## config.mk

```make
export PLATFORM = sky130hd
export DESIGN_NAME = overwriting_rx_ring_buffer
export DESIGN_NICKNAME = d
export VERILOG_FILES = /design/src/hw/rtl/orrb_pkg.sv /design/src/hw/rtl/orrb_mem.sv /design/src/hw/rtl/orrb_ctrl.sv /design/src/hw/rtl/overwriting_rx_ring_buffer.sv
export SDC_FILE = /design/constraint.sdc
export NUM_CORES = 2
export LEC_CHECK = 0
export BUFFER_PORTS_ARGS = -buffer_cell sky130_fd_sc_hd__buf_2
export CORE_MARGIN = 5
export CORE_UTILIZATION = 50
export DETAILED_ROUTE_END_ITERATION = 7
export HOLD_SLACK_MARGIN = 0.02
export PLACE_DENSITY = 0.65
export SETUP_SLACK_MARGIN = 0.3
export SYNTH_ARGS = -nofsm -noshare
export SYNTH_HDL_FRONTEND = slang
export SYNTH_SLANG_ARGS = --single-unit
```

## constraint.sdc

```tcl
create_clock -name clk -period 7.9 [get_ports clk]
set_input_delay 1.58 -clock clk [delete_from_list [all_inputs] [get_ports clk]]
set_output_delay 1.58 -clock clk [all_outputs]
set_load 0.05 [all_outputs]
```

## src/hw/rtl/orrb_pkg.sv

```systemverilog
// Shared types and codes for the overwriting receive ring.
package orrb_pkg;

    typedef enum logic [1:0] {
        OP_PUT   = 2'd0,
        OP_GET   = 2'd1,
        OP_UNGET = 2'd2,
        OP_CLEAR = 2'd3
    } op_t;

    typedef enum logic [1:0] {
        ST_OK       = 2'd0,
        ST_EMPTY    = 2'd1,
        ST_OVERFLOW = 2'd2
    } status_t;

    // Result of one request as it leaves the pointer stage.
    typedef struct packed {
        status_t    status;
        logic       get_ok;
        logic [7:0] count;
    } s1_res_t;

endpackage

```

## src/hw/rtl/orrb_mem.sv

```systemverilog
// Byte store: one write port, one read port with registered read data.
module orrb_mem #(
    parameter int DEPTH = 256,
    parameter int PW    = 8
) (
    input  logic          clk,
    input  logic          we,
    input  logic [PW-1:0] waddr,
    input  logic [7:0]    wdata,
    input  logic          re,
    input  logic [PW-1:0] raddr,
    output logic [7:0]    rdata
);

    logic [7:0] mem [DEPTH];
    logic [7:0] rdata_reg;

    always_ff @(posedge clk)
    begin
        if (we)
        begin
            mem[waddr] <= wdata;
        end
        // held while stalled: only a new get reloads it
        if (re)
        begin
            rdata_reg <= mem[raddr];
        end
    end

    assign rdata = rdata_reg;

endmodule

```

## src/hw/rtl/orrb_ctrl.sv

```systemverilog
// Head/tail pointer logic, memory request generation and result stage.
module orrb_ctrl #(
    parameter int DEPTH = 256,
    parameter int PW    = 8
) (
    input  logic             clk,
    input  logic             rst_n,
    input  logic             in_valid,
    output logic             in_ready,
    input  logic [1:0]       in_op,
    input  logic [7:0]       in_byte,
    input  logic             out_free,
    output logic             s1_valid,
    output orrb_pkg::s1_res_t s1_res,
    output logic             mem_we,
    output logic [PW-1:0]    mem_waddr,
    output logic [7:0]       mem_wdata,
    output logic             mem_re,
    output logic [PW-1:0]    mem_raddr
);

    localparam int CNTW = (PW + 1 > 8) ? PW + 1 : 8;

    logic [PW-1:0]     wp_reg, wp_next;
    logic [PW-1:0]     rp_reg, rp_next;
    logic              s1_valid_reg, s1_valid_next;
    orrb_pkg::s1_res_t s1_reg, s1_next;
    logic              accept;
    logic [CNTW-1:0]   held;

    function automatic logic [PW-1:0] ptr_inc(input logic [PW-1:0] p);
        return (p == PW'(DEPTH - 1)) ? '0 : p + 1'b1;
    endfunction

    function automatic logic [PW-1:0] ptr_dec(input logic [PW-1:0] p);
        return (p == '0) ? PW'(DEPTH - 1) : p - 1'b1;
    endfunction

    assign in_ready = !s1_valid_reg || out_free;
    assign accept   = in_valid && in_ready;

    always_comb
    begin
        wp_next        = wp_reg;
        rp_next        = rp_reg;
        mem_we         = 1'b0;
        mem_waddr      = wp_reg;
        mem_re         = 1'b0;
        mem_raddr      = rp_reg;
        mem_wdata      = in_byte;
        s1_next.status = orrb_pkg::ST_OK;
        s1_next.get_ok = 1'b0;
        unique case (orrb_pkg::op_t'(in_op))
            orrb_pkg::OP_PUT:
            begin
                mem_we  = accept;
                wp_next = ptr_inc(wp_reg);
                // head caught the tail: drop the oldest byte
                if (wp_next == rp_reg)
                begin
                    rp_next        = ptr_inc(rp_reg);
                    s1_next.status = orrb_pkg::ST_OVERFLOW;
                end
            end
            orrb_pkg::OP_GET:
            begin
                if (wp_reg == rp_reg)
                begin
                    s1_next.status = orrb_pkg::ST_EMPTY;
                end
                else
                begin
                    mem_re         = accept;
                    rp_next        = ptr_inc(rp_reg);
                    s1_next.get_ok = 1'b1;
                end
            end
            orrb_pkg::OP_UNGET:
            begin
                rp_next   = ptr_dec(rp_reg);
                mem_we    = accept;
                mem_waddr = rp_next;
                // tail wrapped onto the head: drop the newest byte
                if (wp_reg == rp_next)
                begin
                    wp_next        = ptr_dec(wp_reg);
                    s1_next.status = orrb_pkg::ST_OVERFLOW;
                end
            end
            orrb_pkg::OP_CLEAR:
            begin
                wp_next = '0;
                rp_next = '0;
            end
            default:
            begin
                wp_next = wp_reg;
            end
        endcase
        held = CNTW'(wp_next) - CNTW'(rp_next)
             + ((wp_next < rp_next) ? CNTW'(DEPTH) : CNTW'(0));
        s1_next.count = held[7:0];
    end

    always_comb
    begin
        s1_valid_next = s1_valid_reg;
        if (accept)
        begin
            s1_valid_next = 1'b1;
        end
        else if (out_free)
        begin
            s1_valid_next = 1'b0;
        end
    end

    always_ff @(posedge clk or negedge rst_n)
    begin
        if (!rst_n)
        begin
            wp_reg       <= '0;
            rp_reg       <= '0;
            s1_valid_reg <= 1'b0;
        end
        else
        begin
            s1_valid_reg <= s1_valid_next;
            if (accept)
            begin
                wp_reg <= wp_next;
                rp_reg <= rp_next;
            end
        end
    end

    always_ff @(posedge clk)
    begin
        if (accept)
        begin
            s1_reg <= s1_next;
        end
    end

    assign s1_valid = s1_valid_reg;
    assign s1_res   = s1_reg;

endmodule

```

## src/hw/rtl/overwriting_rx_ring_buffer.sv

```systemverilog
// Overwriting receive ring of DEPTH bytes: one request per cycle unless the
// result path stalls. The pointer stage updates head and tail and issues the
// byte store access in the accept cycle; its result and the store's registered
// read data go to the output register, which lets a new request in while a
// result waits. Put on a full ring drops the oldest byte, unget on a full ring
// drops the newest; both report overflow. At most DEPTH-1 bytes are held.
module overwriting_rx_ring_buffer #(
    parameter int DEPTH = 256
) (
    input  logic        clk,
    input  logic        rst_n,
    input  logic        s_axis_tvalid,
    output logic        s_axis_tready,
    input  logic [7:0]  s_axis_tdata,   // [7:0] in_byte
    input  logic [1:0]  s_axis_tuser,   // [1:0] op
    output logic        m_axis_tvalid,
    input  logic        m_axis_tready,
    output logic [15:0] m_axis_tdata,   // [7:0] out_byte, [15:8] count
    output logic [1:0]  m_axis_tuser    // [1:0] status
);

    localparam int PW = $clog2(DEPTH);

    logic              out_free;
    logic              s1_valid;
    orrb_pkg::s1_res_t s1_res;
    logic              mem_we;
    logic [PW-1:0]     mem_waddr;
    logic [7:0]        mem_wdata;
    logic              mem_re;
    logic [PW-1:0]     mem_raddr;
    logic [7:0]        mem_rdata;

    logic              m_valid_reg, m_valid_next;
    logic [15:0]       m_data_reg;
    logic [1:0]        m_user_reg;
    logic              load;

    orrb_ctrl #(
        .DEPTH(DEPTH),
        .PW   (PW)
    ) u_ctrl (
        .clk      (clk),
        .rst_n    (rst_n),
        .in_valid (s_axis_tvalid),
        .in_ready (s_axis_tready),
        .in_op    (s_axis_tuser),
        .in_byte  (s_axis_tdata),
        .out_free (out_free),
        .s1_valid (s1_valid),
        .s1_res   (s1_res),
        .mem_we   (mem_we),
        .mem_waddr(mem_waddr),
        .mem_wdata(mem_wdata),
        .mem_re   (mem_re),
        .mem_raddr(mem_raddr)
    );

    orrb_mem #(
        .DEPTH(DEPTH),
        .PW   (PW)
    ) u_mem (
        .clk  (clk),
        .we   (mem_we),
        .waddr(mem_waddr),
        .wdata(mem_wdata),
        .re   (mem_re),
        .raddr(mem_raddr),
        .rdata(mem_rdata)
    );

    assign out_free = !m_valid_reg || m_axis_tready;
    assign load     = s1_valid && out_free;

    always_comb
    begin
        m_valid_next = m_valid_reg;
        if (load)
        begin
            m_valid_next = 1'b1;
        end
        else if (m_axis_tready)
        begin
            m_valid_next = 1'b0;
        end
    end

    always_ff @(posedge clk or negedge rst_n)
    begin
        if (!rst_n)
        begin
            m_valid_reg <= 1'b0;
        end
        else
        begin
            m_valid_reg <= m_valid_next;
        end
    end

    always_ff @(posedge clk)
    begin
        if (load)
        begin
            m_data_reg <= {s1_res.count, s1_res.get_ok ? mem_rdata : 8'd0};
            m_user_reg <= s1_res.status;
        end
    end

    assign m_axis_tvalid = m_valid_reg;
    assign m_axis_tdata  = m_data_reg;
    assign m_axis_tuser  = m_user_reg;

endmodule

```

# Word level (Yosys, flattened, before mapping)
# Memory sizes are Yosys's and may differ from the RTL's. A register that Yosys moved wholly into a read port is not among the register bits.
# Index checks and enable logic that the tools add are counted.
# word_totals
output_inout_bits	20
mem_count	1
ram_bits	2048
word_cells	61
inputBits	14
ff_bits	47
# classes
mux	24
addsub	6
n_eq_ne	8
n_reduce_logical	12
# memory_table
name	depth	word_bits	read_ports	rd_clocked_by_memory_dff	write_ports	line	source
u_mem.mem	256	8	1	1	1	orrb_mem.sv:15	logic [7:0] mem [DEPTH];
# ops
op	count
two-way mux 8 bit	8
one-hot mux 8 bit (4 select lines)	1
== test 8 bit	3
one-hot mux 8 bit (3 select lines)	1
adder 8 x 1 -> 8 bit, second input constant	2
== test 8 bit, second input constant	2
zero test 8 bit	2
subtractor 8 x 1 -> 8 bit, second input constant	2
two-way mux 1 bit	11
adder 8 bit, second input constant	1
subtractor 8 bit	1
one-hot mux 2 bit (3 select lines)	1
== test 2 bit, second input constant	2
two-way mux 2 bit	2
nonzero test 2 bit	2
== test 2 x 1 -> 1 bit, second input constant	1
logical AND 1 bit	2
zero test 1 bit	2
zero test 2 bit	1
logical OR 1 bit	2
OR reduction 2 bit	1

# Logic depth before layout (Yosys ltp)
# logic_depth
depth_word	7
depth_mapped	25
depth_no_buf	18

# By module
# Synthesis repeated with hierarchy kept, for this count alone.
# hier_totals
hier_cells	4202
hier_area_um2	83684.0
# modules_own_cells
module	area_per_inst_um2	instances	cells_per_inst	seq_area_each_um2
orrb_mem	79636.4	1	3733	61739.2
orrb_ctrl	3403.3	1	439	755.7
overwriting_rx_ring_buffer	644.4	1	30	565.5

# Worst setup path before layout
# Ideal clock, no wire load.
# synth_path
path_type	register -> register
startpoint	register u_ctrl.rp_reg[1], in the netlist u_ctrl.mem_raddr[1]
endpoint	register u_ctrl.s1_reg (netlist bit u_ctrl.s1_res[7]) (data pin)
path_stages_with_launch	25
t_arrival_ns	5.334
required_ns	7.632
path_buffers	6
synth_period_minus_slack_ns	5.602
path_slack_ns	2.298
cell_sequence	dfrtp_1 -> buf_6 -> buf_2 -> buf_2 -> buf_1 -> inv_1 -> buf_1 -> ha_1 -> or3b_2 -> o21ai_0 -> a31o_2 -> o2111ai_1 -> nor4_4 -> buf_2 -> nor3b_1 -> a21oi_1 -> o21ai_1 -> ha_1 -> nor2b_1 -> o21ai_0 -> a21oi_1 -> o21a_1 -> o21ai_0 -> nand2b_1 -> xnor3_1
# synth_via
elab_chain_cells	7
# synth_lines
element	line	source
start: declaration	orrb_ctrl.sv:25	logic [PW-1:0] rp_reg, rp_next;
start signal: assignment	orrb_ctrl.sv:132	rp_reg <= rp_next;
subtractor 8 x 1 -> 8 bit / zero test 8 bit (equally long branches)	orrb_ctrl.sv:36	return (p == '0) ? PW'(DEPTH - 1) : p - 1'b1;
two-way mux 8 bit *	orrb_ctrl.sv:36	
== test 8 bit *	orrb_ctrl.sv:84	if (wp_reg == rp_next)
two-way mux 8 bit *	orrb_ctrl.sv:84	
one-hot mux 8 bit (3 select lines) *	orrb_ctrl.sv:53	unique case (orrb_pkg::op_t'(in_op))
via u_ctrl.wp_next[1]	orrb_ctrl.sv:24	logic [PW-1:0] wp_reg, wp_next;
subtractor 8 bit *	orrb_ctrl.sv:100	held = CNTW'(wp_next) - CNTW'(rp_next)
adder 8 bit *	orrb_ctrl.sv:101	+ ((wp_next < rp_next) ? CNTW'(DEPTH) : CNTW'(0));
via u_ctrl.held[7]	orrb_ctrl.sv:29	logic [CNTW-1:0] held;
end signal: assignment	orrb_ctrl.sv:141	s1_reg <= s1_next;
end: declaration	orrb_ctrl.sv:27	orrb_pkg::s1_res_t s1_reg, s1_next;
# The timed path passes the listed nets; every way through them passes the cells marked *.
# A chain may end at the register's enable or synchronous reset.

# Worst setup path after layout
# Same ends and word-level chain as after synthesis.

==> summary.md <==
| Metric | Value |
|---|---|
| First-pass GRT wire length | 291 mm |
| Met1 wire length | 82.1 mm |
| Final-report hold violation count | 0 |
| Met2 wire length | 94.6 mm |
| Die W | approximately 420 um |
| Initial Util | 0.504 |
| GP Congestion | 0.912 |
| Yosys warns | 0 |
| Vias in the first global route | 40000 |
| Die area | 175000 um2 |
| Placed inst area | 85700 um2 |
| Max-slew violations | 0 |
| Number of clock sinks | about 2100 |
| Worst hold start | u_ctrl.s1_res[0] |
| Asr flop ratio synth | 0.00856 |
| Largest net degree at the start of global routing | 208 |
| Initial DRC Count | 5417 |
| WHS Endpoint | m_axis_tdata[8] |
| ANT cells | 0 |
| Num rows | 149 |
| Compound-Gate Fraction of Synth Area | 0.0201 |
| Post-DRT Antenna Nets | 0 |
| Status | finished with violations |
| FF+latch count, synth | 2103 |
| Crit Path Category | reg2reg |
| Root Driver | clkbuf_16 |
| Crit. End Element | register |
| CP arrival | 6510 ps |
| DRT Wirelength | 201 mm |
| DR top layer | met4 |
| Via/cell ratio | 6.36 |
| Setup bufs post-CTS | 0 |
| Post-synthesis adder-cell area fraction | 0.00205 |
| All-Layer GR Usage | 0.231 |
| Largest reg by FF count | u_mem.mem |
| Fin nets | ~4000 |
| Tcrit/Tclk final | 0.754 |
| Setup violations, final | 0 |
| Synth Area per Inst | 21.3 um2 |
| Final WS setup | 1940 ps |
| Layout cell share with drive strength beyond 1 | 0.248 |
| Post-CTS Hold Buffers | 0 |
| Synth Instances | 3897 |
| Final critical-path required period | ~6000 ps |
| CP Max Fanout | 38 |
| Slew HR | 0.00451 |
| Finished Core Util | 0.557 |
| Post-Synth XOR/XNOR Area | 0.00296 |
| Max reg flops | ~2000 |
| Peak supply drop | between 0.2 and 0.3 mV |
| R2R depth | 19 |
| Clock skew | about 24 ps |
| Port buffer count | 33 |
| Max Cap Viol | 1 |
| WL per Instance | approximately 32 um |
| Synth Cell Area | 83200 um2 |
| Slowest stage delay, CP | between 800 and 900 ps |
| Crit-path slowest cell | dfrtp_4 |
| Leakage power | 28.0 nW |
| Fin area | 92000 um2 |
| Core area | 165000 um2 |
| Most Frequent Cell on Critical Path | o21ai_0 |
| Worst path cell trace | inv_1 > buf_4 > ha_1 > or3b_2 > o21ai_0 > a21boi_0 > o2111ai_1 > nor4_4 > nor3b_1 > a21oi_1 > o21ai_1 > ha_1 > nor2b_1 > o21ai_0 > a21oi_1 > o21a_1 > o21ai_0 > nand2b_1 > xnor3_1 |
| EDFF count, synth | 2085 |
| Fillers | 12200 |
| Fmax | 168 MHz |
| H-tree depth | 4 |
| Failing checks | capacitance limit |
| Net Count, Synth | 3924 |
| IO Pins | 34 |
| 1st-pass router iterations | 6 |
| Synth-to-Final Area Change | 10.6% |
| Dpl hpwl | ~120 mm |
| Num CTS Buffers | 204 |
| Worst hold stages | 0 |
| CTS Buffer Depth | 3 |
| Post-synthesis cell type count | 85 |
| CP Data Required Time | 8450 ps |
| Met3 wire len | roughly 18 mm |
| CTS tree | done |
| HP Class | reg2reg |
| Via count | 40100 |
| Gr ovfl total | 0 |
| Pwr per Cell Area | 327 nW/um2 |
| Fin Setup TNS | 0 ps |
| Initial antenna violation count | 3 |
| Synth Area in Simple Gates | 0.0298 |
| R2R setup slack | between 1500 and 2000 ps |
| Die H | roughly 420 um |
| Post-synthesis sequential area ratio | 0.758 |
| Mux share of post-synthesis cell area | 0.173 |
| RSZ-0062 raised after global routing | false |
| Post-place setup slack | 2010 ps |
| Startpoint type of the worst setup path | register |
| Residual DRC count | 0 |
| Minimum hold slack | 436 ps |
| Worst-Margin Slew | between 1000 and 1500 ps |
| Post_cts resized | 0 |
| Largest family of logic cells by synthesized area | multiplexers |
| Main synth FF type | edfxtp_1 |
| Clock Latency Late Sink | 810 ps |
| Worst r2r dst | u_ctrl.s1_res[7] |
| Clock transition at path regs | 60 ps |
| Worst reg2reg startpoint | u_ctrl.mem_raddr[1] |
-- report_power, final --
part / switching (mW) / total [mW] / internal [mW]
logic: 4.60 / 8.19 / 3.58
clock network: 4.09 / 9.28 / 5.19
registers: 0.255 / 12.7 / 12.4
total: 8.94 / 30.1 / 21.2
-- synthesized netlist by cell type, types with 12 or more instances --
| library cell | n | area [um2] |
|---|---|---|
| o221ai_1 | 18 | 158 |
| mux4_2 | 608 | 13700 |
| ha_1 | 12 | 150 |
| and2_1 | 16 | 100 |
| o22ai_1 | 18 | 113 |
| a31oi_1 | 16 | 100 |
| edfxtp_1 | 2085 | 62600 |
| buf_1 | 19 | 71.3 |
| nand2_1 | 120 | 450 |
| mux2i_1 | 64 | 641 |
| o21ai_0 | 49 | 245 |
| inv_1 | 18 | 67.6 |
| a21oi_1 | 60 | 300 |
| dfrtp_1 | 18 | 450 |
| clkbuf_1 | 130 | 488 |
| buf_4 | 25 | 188 |
| xnor2_1 | 17 | 149 |
| nand3_1 | 26 | 130 |
| nor2_1 | 317 | 1190 |
| buf_2 | 59 | 295 |
| nor3_1 | 19 | 95.1 |
| nand2b_1 | 19 | 119 |
-- cells by family (layout without fill, tap and decap cells) --
kind of cell               count (synthesis)  in the layout
AOI/OAI and AO/OA                        249            249
xor gates and xnor gates                  25             25
and+or+nand+nor                          573            573
buffers and inverters                    255            482
DFF                                     2103           2103
adders and majority gates                 13             13
muxes                                    679            679
-- worst max path at each step --
| stage | startpoint | endpoint | slack (ps) | cells after the start |
|---|---|---|---|---|
| CTS | u_ctrl.mem_raddr[1] | u_ctrl.s1_res[7] | 1980 | 19 |
| finish | u_ctrl.mem_raddr[1] | u_ctrl.s1_res[7] | 1940 | 19 |
| global route | u_ctrl.mem_raddr[1] | u_ctrl.s1_res[7] | 1510 | 19 |
| floorplan | u_ctrl.mem_raddr[1] | u_ctrl.s1_res[7] | 2300 | 24 |
| global placement | u_ctrl.mem_raddr[1] | u_ctrl.s1_res[7] | 1970 | 19 |
| detailed placement | u_ctrl.mem_raddr[1] | u_ctrl.s1_res[7] | 2010 | 19 |
-- cells in the final DEF (no fill, tap or decap), types with 7 or more instances in the layout --
| cell type | count |
|---|---|
| clkbuf_1 | 46 |
| clkbuf_8 | 8 |
| clkinv_1 | 55 |
| a31oi_1 | 16 |
| mux4_2 | 608 |
| a32oi_1 | 7 |
| o221ai_1 | 18 |
| xnor2_1 | 17 |
| and2_1 | 16 |
| clkbuf_16 | 207 |
| bufinv_16 | 12 |
| inv_1 | 16 |
| nand2_2 | 16 |
| nand2b_1 | 19 |
| clkinv_2 | 33 |
| o22ai_1 | 18 |
| nand4_1 | 9 |
| nand2_1 | 104 |
| nor3_1 | 19 |
| nand3_1 | 26 |
| edfxtp_1 | 2085 |
| nor2b_1 | 7 |
| nor2_1 | 316 |
| buf_2 | 25 |
| buf_12 | 9 |
| mux2i_1 | 64 |
| a21oi_1 | 60 |
| buf_4 | 50 |
| mux2_2 | 7 |
| o21ai_0 | 49 |
| dfrtp_1 | 12 |
| ha_1 | 12 |
-- critical path: cells and delay by family (launching register included) --
family	cells	cell delay [ps]
flip-flops	1	840
adder cells (fa/ha/maj)	2	560
buffers and inverters	2	560
AND/OR/NAND/NOR	5	1560
AO/OA/AOI/OAI	9	1810
XOR/XNOR	1	340
-- per-layer routing --
metal / GRT usage / up-vias
met3: 0.0448 / 338
li1: - / 16400
met1: 0.341 / 21400
met2: 0.355 / 1971
met5: 0 / -
met4: 0.0682 / 0
-- metrics by stage --
stage          power, mW  std cells
3_5_place_dp        21.1       5943
2_1_floorplan       18.4       3897
3_3_place_gp        21.1       5943
4_1_cts             30.3       6313
5_1_grt             31.2       6313
6_report            30.1       6313
-- final cells by class --
class,count,area [um2],area share
Multi-Input combinational cell,1539,19000,0.207
Clock buffer,253,5350,0.0582
Sequential cell,2103,63100,0.685
Timing Repair Buffer,92,791,0.00859
Tap cell,2189,2740,0.0298
Clock inverter,117,956,0.0104
Inverter,20,80.1,0.000870
(Power assumes the default switching activity.)
